`config.mk`:
```
export PLATFORM = sky130hd
export DESIGN_NAME = srbp_ctrl
export DESIGN_NICKNAME = d
export VERILOG_FILES = /design/src/design/sample_ring_burst_packetizer_top_defines.svh /design/src/design/srbp_pkg.sv /design/src/design/srbp_ctrl.sv
export SDC_FILE = /design/constraint.sdc
export NUM_CORES = 1
export LEC_CHECK = 0
export BUFFER_PORTS_ARGS = -buffer_cell sky130_fd_sc_hd__buf_2
export CORE_ASPECT_RATIO = 0.7
export CORE_MARGIN = 10
export CORE_UTILIZATION = 35
export DETAILED_ROUTE_END_ITERATION = 12
export PLACE_DENSITY = 0.63
export SLEW_MARGIN = 15
export SYNTH_ARGS = -nofsm -noshare
export SYNTH_HDL_FRONTEND = slang
export SYNTH_SLANG_ARGS = --single-unit
```
`constraint.sdc`:
```
create_clock -name clk -period 3.35 [get_ports clk]
set_clock_uncertainty 0.2 [all_clocks]
set_input_delay 0.1675 -clock clk [delete_from_list [all_inputs] [get_ports clk]]
set_output_delay 0.1675 -clock clk [all_outputs]
set_load 0.01 [all_outputs]
```
`src/design/sample_ring_burst_packetizer_top_defines.svh`:
```
// Assertion macros for the sample ring burst packetizer.
// Included by the top level; expects clk and rst in scope at the point of use.
`ifndef SAMPLE_RING_BURST_PACKETIZER_TOP_DEFINES_SVH
`define SAMPLE_RING_BURST_PACKETIZER_TOP_DEFINES_SVH

// Antecedent implies consequent in the same cycle.
`define SRBP_ASSERT_IMP(lbl, ante, cons) \
  lbl: assert property (@(posedge clk) disable iff (rst) (ante) |-> (cons)) \
    else $error("srbp assertion failed");

// Antecedent implies consequent in the following cycle.
`define SRBP_ASSERT_NEXT(lbl, ante, cons) \
  lbl: assert property (@(posedge clk) disable iff (rst) (ante) |=> (cons)) \
    else $error("srbp assertion failed");

`endif

```
`src/design/srbp_pkg.sv`:
```
// Shared types and constants of the sample ring burst packetizer.
// No dependencies; imported by the controller, the datapath and the top level.
package srbp_pkg;

  localparam logic [2:0] ACT_SAMPLE  = 3'd0;
  localparam logic [2:0] ACT_POLL    = 3'd1;
  localparam logic [2:0] ACT_START   = 3'd2;
  localparam logic [2:0] ACT_STOP    = 3'd3;
  localparam logic [2:0] ACT_REQUEST = 3'd4;

  localparam logic [1:0] KIND_HDR    = 2'd0;
  localparam logic [1:0] KIND_SAMPLE = 2'd1;
  localparam logic [1:0] KIND_REPLY  = 2'd2;

  localparam logic [15:0] DIST_LIMIT  = 16'hFF00;
  localparam logic [15:0] RATE_RESET  = 16'd400;
  localparam logic [15:0] PAUSE_RESET = 16'd100;
  localparam logic [15:0] STOP_REPLY  = 16'd1;
  localparam int          MS_PER_S    = 1000;

  // Exact x/100 for any 16-bit x: (x * 83887) >> 23.
  localparam logic [16:0] DIV100_MUL   = 17'd83887;
  localparam int          DIV100_SHIFT = 23;

  typedef struct packed {
    logic capture;
    logic write_sample;
    logic clear_pause;
    logic set_pause;
    logic start_pkt;
    logic do_start;
    logic do_stop;
    logic do_request;
    logic load_hdr;
    logic issue;
    logic issue_last;
    logic load_reply;
    logic finish;
  } cmd_t;

  typedef struct packed {
    logic paused;
    logic pause_expired;
    logic bursts_zero;
    logic dist_ok;
    logic send_ok;
    logic div_done;
    logic pipe_empty;
    logic out_free;
  } status_t;

endpackage

```
`src/design/srbp_ctrl.sv`:
```
// Controller state machine of the sample ring burst packetizer.
// Depends on srbp_pkg; drives the datapath through cmd_t and reads status_t.
module srbp_ctrl #(
  parameter int SAMPLES_PER_PACKET = 32
) (
  input  logic              clk,
  input  logic              rst,
  input  logic              in_valid,
  output logic              in_ready,
  input  logic [2:0]        action,
  input  srbp_pkg::status_t status,
  output srbp_pkg::cmd_t    cmd
);
  import srbp_pkg::*;

  localparam int CW = (SAMPLES_PER_PACKET > 1) ? $clog2(SAMPLES_PER_PACKET) : 1;
  localparam logic [CW-1:0] CNT_LAST = CW'(SAMPLES_PER_PACKET - 1);

  typedef enum logic [2:0] {
    ST_IDLE,
    ST_DECODE,
    ST_REPLY,
    ST_HDR,
    ST_ISSUE,
    ST_FIN
  } state_t;

  state_t        state;
  logic [2:0]    act;
  logic [CW-1:0] cnt;
  logic          poll_go;

  assign in_ready = (state == ST_IDLE);

  // A poll sends a packet only when not paused, a burst runs, a packet is
  // complete in the ring and the transport takes it.
  assign poll_go = !status.paused && !status.bursts_zero && status.dist_ok && status.send_ok;

  always_comb begin
    cmd = '0;
    cmd.capture     = (state == ST_IDLE) && in_valid;
    cmd.load_reply  = (state == ST_REPLY) && status.out_free;
    cmd.load_hdr    = (state == ST_HDR) && status.out_free;
    cmd.issue       = (state == ST_ISSUE) && status.out_free;
    cmd.issue_last  = (cnt == CNT_LAST);
    cmd.finish      = (state == ST_FIN) && status.div_done && status.pipe_empty;
    if (state == ST_DECODE) begin
      unique case (act)
        ACT_SAMPLE:  cmd.write_sample = 1'b1;
        ACT_POLL: begin
          cmd.clear_pause = status.paused && status.pause_expired;
          cmd.set_pause   = !status.paused && !status.bursts_zero && status.dist_ok &&
                            !status.send_ok;
          cmd.start_pkt   = poll_go;
        end
        ACT_START:   cmd.do_start   = 1'b1;
        ACT_STOP:    cmd.do_stop    = 1'b1;
        ACT_REQUEST: cmd.do_request = 1'b1;
        default:     ;
      endcase
    end
  end

  always_ff @(posedge clk) begin
    if (rst) begin
      state <= ST_IDLE;
      act   <= ACT_SAMPLE;
      cnt   <= '0;
    end else begin
      unique case (state)
        ST_IDLE: begin
          if (in_valid) begin
            act   <= action;
            state <= ST_DECODE;
          end
        end
        ST_DECODE: begin
          unique case (act) inside
            ACT_POLL:           state <= poll_go ? ST_HDR : ST_IDLE;
            ACT_START, ACT_STOP: state <= ST_REPLY;
            default:            state <= ST_IDLE;
          endcase
        end
        ST_REPLY: begin
          if (status.out_free) state <= ST_IDLE;
        end
        ST_HDR: begin
          if (status.out_free) begin
            cnt   <= '0;
            state <= ST_ISSUE;
          end
        end
        ST_ISSUE: begin
          if (status.out_free) begin
            if (cnt == CNT_LAST) begin
              state <= ST_FIN;
            end else begin
              cnt <= cnt + 1'b1;
            end
          end
        end
        ST_FIN: begin
          if (status.div_done && status.pipe_empty) state <= ST_IDLE;
        end
        default: state <= ST_IDLE;
      endcase
    end
  end

endmodule

```
==> flow_metrics.py, run 1 <==
metrics = {
    "run_status": {
        "outcome": "complete, no violations",
    },
    "clocking": {
        "cts_max_path_buffers": 2,
        "cts_made_buffers": 3,
        "insertion_delay_ps": 280,
        "cts_hold_buf": 3,
        "cts_setup_buffers": 0,
        "tritoncts": "built",
        "ctsResizeCount": 0,
        "cts_max_level": 1,
        "cts_sinks": 11,
        "clk_root_buffer_cell": "clkbuf_4",
        "clk_pin_slew_worst_paths_ps": 70,
    },
    "worst_hold_path": {
        "hold_end": "act[0]",
        "min_from": "rst",
        "hold_class": "input pin to register",
        "whs_path_depth": 2,
    },
    "flow_run": {
        "max_cap_violations": 0,
    },
    "yosys": {
        "synth_area_sq_um": 661.9,
        "yosysSeqAreaShare_pct": 33.27,
        "yosys_warnings": 0,
        "yosysUniqueCellTypes": 30,
        "ys_ff_latch": 11,
        "syn_inst": 81,
        "syn_nets": 97,
        "avgSynthCellArea_sq_um": 8.171,
    },
    "power": {
        "ir_drop_mv": 0.2165,
        "p_per_area_mw_per_mm2": 355.6,
        "leakage_uw": 0.0003981,
        "power_uw": 308.3,
    },
    "placed_design": {
        "dp_hpwl_mm": 1.397,
        "place_inst": 127,
        "numPortBuffers": 27,
        "gp_congestion": 0.8048,
    },
    "global_routing": {
        "antenna_found_initial": 0,
        "track_usage_pct": 8.914,
        "grt_pass1_wl_mm": 2.932,
        "overflow": 0,
        "grt_max_degree": 13,
        "grt_pass1_vias": 636,
    },
    "critical_path": {
        "cp_max_fo": 8,
        "cp_cell_sequence": "or3b_4 > nor3_1 > nand3_1 > inv_1 > buf_2",
        "reg2reg_depth": 6,
        "r2r_slack_ps": 1240,
        "path_class": "register to primary output",
        "cpPeakStageDelay_ps": 460,
        "required_ps": 2980,
        "critPathArrivalTime_ps": 1810,
        "r2r_end": "cnt[0]",
        "slowest_stage": "dfxtp_1",
        "startpoint": "state[0]",
        "start_kind": "register",
        "reg2reg_from": "cnt[0]",
        "end_kind": "primary output",
    },
    "routing": {
        "vias_per_cell": 5.090,
        "firstDrtPassIters": 4,
        "drc_errors": 0,
        "wire_per_inst_um": 13.19,
        "via_count": 682,
        "routed_wl_mm": 1.768,
        "drt_iter0_drc": 28,
        "drtAntennaViolNets": 0,
    },
    "timing": {
        "tightest_slew_ps": 464.1,
        "fmax_ghz": 0.4602,
        "rsz0062_at_grt": "no",
        "period_needed_ps": 2173,
        "fin_crit_sh_pct": 64.87,
        "finalHoldViolCount": 0,
        "maxSlewHeadroom_pct": 68.82,
        "slew_violations": 0,
        "finalSetupTns_ps": 0,
        "setup_viol": 0,
    },
    "floorplanning": {
        "fp-row-count": 13,
        "ioPinCount": 28,
        "core_sq_mm": 0.001822,
        "die-width_um": 71.98,
        "start_util_pct": 36.33,
        "die_h_um": 56.39,
        "die_area_sq_mm": 0.004058,
    },
    "cells_and_area": {
        "drive_gt1_share_pct": 31.25,
        "layout_common_cells": "27 x buf_2, 11 x dfxtp_1, 10 x nor2_1",
        "area_growth_pct": 31.00,
        "final_nets": 129,
        "layout_commonest_cell": "buf_2",
        "final_cells": 134,
        "antenna_cells": 0,
    },
}
-- per-layer routing --
metal  wire length (um)  GRT usage [%]  up-vias
met2                856          14.70       11
met3                 79          3.684        5
met1                796          9.649      315
met5                  0              0        -
met4                 36          4.132        0
li1                   -              -      351
-- worst max-delay path by stage --
stage | slack, ps | to
CTS | 1170 | cmd[8]
detailed placement | 1260 | cnt[0]
floorplan | 1370 | cnt[0]
global placement | 1330 | cnt[0]
global route | 1030 | cmd[8]
finish | 1180 | cmd[8]
-- synthesized netlist by cell type (all sizes together) --
| master | count | area (sq um) |
|---|---|---|
| a211o | 1 | 8.760 |
| a21oi | 6 | 30.03 |
| a31oi | 1 | 12.51 |
| and2 | 1 | 6.260 |
| and3 | 1 | 6.260 |
| and4 | 1 | 8.760 |
| and4bb | 1 | 12.51 |
| buf | 2 | 10.01 |
| clkbuf | 1 | 3.750 |
| dfxtp | 11 | 220.2 |
| ha | 2 | 25.02 |
| inv | 5 | 18.77 |
| mux2 | 1 | 11.26 |
| mux2i | 3 | 30.03 |
| nand2 | 5 | 18.77 |
| nand2b | 2 | 12.51 |
| nand3 | 3 | 15.01 |
| nand3b | 3 | 22.52 |
| nand4b | 1 | 8.760 |
| nor2 | 10 | 37.54 |
| nor2b | 1 | 6.260 |
| nor3 | 6 | 30.03 |
| nor3b | 1 | 7.510 |
| nor4 | 2 | 12.51 |
| nor4b | 3 | 26.28 |
| o211ai | 1 | 7.510 |
| o21ai | 1 | 5.000 |
| or2b | 1 | 7.510 |
| or3b | 2 | 22.52 |
| xnor2 | 2 | 17.52 |
-- state kept, by name (all words and copies together) (netlist names) --
signal,flops
act,3
cnt,5
state,3
-- final cells by class --
type / count / area (sq um)
fill: 203 / 954.7
multi-input combinational: 62 / 409.1
sequential: 11 / 220.2
timing repair buffer: 30 / 165.2
tap: 22 / 27.53
clock buffer: 4 / 26.28
inverter: 5 / 18.77
-- per-stage QoR --
stage	setup slack, ps	hold WS, ps	area [sq um]	util [%]
4_1_cts	1172	16.88	867.1	47.60
3_5_place_dp	1258	211.2	810.8	44.51
2_1_floorplan	1367	107.0	661.9	-
5_1_grt	1026	15.58	867.1	47.60
6_report	1177	21.52	867.1	47.60
3_3_place_gp	1331	202.4	810.8	44.51
-- cell families (layout without fill, tap and decap cells) --
group,after synthesis,count (layout),share of synthesized area [%]
and+or+nand+nor,44,44,39.51
xor gates and xnor gates,2,2,2.647
buffers and inverters,8,39,4.915
DFF,11,11,33.27
AOI/OAI and AO/OA,10,10,9.641
adders and majority gates,2,2,3.780
muxes,4,4,6.238
-- worst max-delay path: cells and delay by family (launching register included) --
| family | cells | cell delay (ps) |
|---|---|---|
| DFF | 1 | 460 |
| buffers and inverters | 2 | 200 |
| and+or+nand+nor | 3 | 870 |
-- power by group --
group          switching [uW]  total (uW)  internal [uW]  leakage, uW
clock                    46.8        93.1           46.3    0.0000150
combinational            33.0        67.3           34.3     0.000294
sequential               10.9         148            137    0.0000894
total                    90.8         308            218     0.000398
(Power assumes the default switching activity.)
==> inputs of run 2 (changes only) <==
PLACE_DENSITY = 0.65   (was 0.63)
clock period = 1.85 ns   (was 3.35 ns; I/O delays follow)
==> flow_metrics.py, run 2 (synthesis gave the netlist of run 1 again) <==
metrics = {
    "critical_path": {
        "path_class": "register to primary output",
        "slowest_stage": "or3b_4",
        "critPathBufInv": 1,
        "cp_max_fo": 3,
        "critPathArrivalTime_ps": 1700,
        "cp_top_family": "simple AND/OR/NAND/NOR gates",
        "path_common_cell": "or3b_4",
        "end_kind": "primary output",
        "start_kind": "register",
        "r2r_end": "state[0]",
        "cp.depth": 4,
        "required_ps": 1560,
        "reg2reg_depth": 7,
        "r2r_slack_ps": 110,
        "crit_end": "cmd[6]",
        "startpoint": "state[2]",
        "cpPeakStageDelay_ps": 410,
        "reg2reg_from": "cnt[0]",
        "cp_cell_sequence": "or3b_4 > or3b_4 > nor2_1 > buf_2",
    },
    "cells_and_area": {
        "top_regs": "cnt x5, act x3, state x3",
        "postLayoutCellArea_sq_mm": 0.001069,
        "antenna_cells": 0,
        "drive_gt1_share_pct": 45.90,
        "layout_commonest_cell": "buf_2",
        "area_growth_pct": 61.44,
        "final_nets": 139,
        "layout_common_cells": "27 x buf_2, 10 x dfxtp_1, 9 x nor2_1",
        "largest_reg_flops": 5,
        "regMostFlops": "cnt",
    },
    "timing": {
        "fin_crit_sh_pct": 107.7,
        "maxSlewHeadroom_pct": 74.67,
        "setup_viol": 4,
        "rsz0062_at_grt": "yes",
        "tightest_slew_ps": 379.9,
        "setup_ws_ps": -142.6,
        "period_needed_ps": 1993,
        "fmax_ghz": 0.5018,
        "finalHoldViolCount": 0,
        "slew_violations": 0,
    },
    "power": {
        "power_uw": 608.0,
        "leakage_uw": 0.0004531,
        "intPower_uw": 418.2,
        "p_per_area_mw_per_mm2": 569.0,
        "power_switching_uw": 189.8,
        "power.share.clock_pct": 27.5,
        "power_frac_seq_pct": 43.4,
        "comb_power_share_pct": 29.1,
        "power_switching_share_pct": 31.22,
        "ir_drop_mv": 0.4494,
    },
    "global_routing": {
        "antenna_found_initial": 0,
        "track_usage_pct": 9.901,
        "grt_pass1_wl_mm": 3.346,
        "overflow": 0,
        "grt_max_degree": 13,
        "grt_pass1_vias": 751,
    },
    "clocking": {
        "clk_root_buffer_cell": "clkbuf_4",
        "tritoncts": "built",
        "cts_max_level": 1,
        "cts_made_buffers": 3,
        "insertion_delay_ps": 270,
        "cts_max_path_buffers": 2,
        "clk_pin_slew_worst_paths_ps": 70,
        "cts_sinks": 11,
    },
    "floorplanning": {
        "die_h_um": 56.39,
        "fp-row-count": 13,
        "core_sq_mm": 0.001822,
        "start_util_pct": 36.33,
        "die_area_sq_mm": 0.004058,
        "ioPinCount": 28,
        "die-width_um": 71.98,
    },
    "run_status": {
        "outcome": "finished, violations left",
        "violations": "setup timing",
    },
    "placed_design": {
        "numPortBuffers": 27,
        "gp_congestion": 0.8228,
        "place_area_sq_um": 838.3,
        "dp_hpwl_mm": 1.463,
    },
    "routing": {
        "routed_wl_mm": 1.985,
        "firstDrtPassIters": 3,
        "vias_per_cell": 5.056,
        "wire_per_inst_um": 13.78,
        "drt_iter0_drc": 42,
        "drtAntennaViolNets": 0,
        "via_count": 728,
        "drc_errors": 0,
    },
    "worst_hold_path": {
        "hold_class": "input pin to register",
    },
    "flow_run": {
        "max_cap_violations": 0,
    },
}
## run 2: worst min-delay path by stage
| stage | slack, ps | cells past startpoint | to | startpoint |
|---|---|---|---|---|
| after floorplan | 30 | 2 | act[0] | action[0] |
| after global placement | 130 | 3 | act[0] | action[0] |
| after CTS | 8 | 4 | state[2] | status[2] |
| after detailed placement | 130 | 3 | act[0] | action[0] |
| after global routing | 80 | 4 | state[2] | status[2] |
| final | 20 | 4 | state[2] | status[2] |
## run 2: per-stage QoR
step                      util [%]  hold WS [ps]  setup slack [ps]  TNS (ps)  std cells
after global routing         58.65         75.32            -211.9    -742.3        144
after global placement       46.02         126.9             32.39         0        130
after floorplan                  -         32.03             25.82         0         81
after detailed placement     46.02         131.2            -53.78    -65.99        130
final                        58.65         20.01            -142.6    -259.0        144
after CTS                    54.12         8.497            -96.75    -209.3        144
## run 2: cell type report
class	instances	area (sq um)
Fill cell	180	753.2
Multi-Input combinational cell	62	520.5
Timing Repair Buffer	40	250.2
Sequential cell	11	224.0
Tap cell	22	27.53
Clock buffer	3	22.52
Inverter	5	18.77
Clock inverter	1	5.005
## run 2: routing by layer
metal / wire length, um / vias to the layer above / global-route usage (%)
met5: 0 / - / 0
met4: 21 / 0 / 2.479
met3: 85 / 2 / 3.684
met2: 1055 / 12 / 17.96
met1: 823 / 342 / 10.42
li1: - / 372 / -
## run 2: power groups by stage
stage | clock (uW) | combinational, uW | sequential (uW)
4_1_cts | 178 | 159 | 259
6_report | 167 | 177 | 264
3_3_place_gp | 0 | 133 | 264
3_5_place_dp | 0 | 135 | 265
5_1_grt | 192 | 194 | 265
2_1_floorplan | 0 | 83.0 | 265
## run 2: worst reg2reg max path, stage by stage (launching register included)
cell      delay (ps)
dfxtp_1          380
ha_2             200
and3_4           190
ha_4             190
inv_1             60
o211ai_1         150
o21ai_0          130
mux2i_1          130
## run 2: what timing repair did
action,CTS,global route
hold buffers,7,0
cloned,0,0
gates resized for setup,6,14
pin swaps,2,4
hold endpoints to repair,10,0
endpoints found under the setup margin,8,14
buffers inserted,3,0
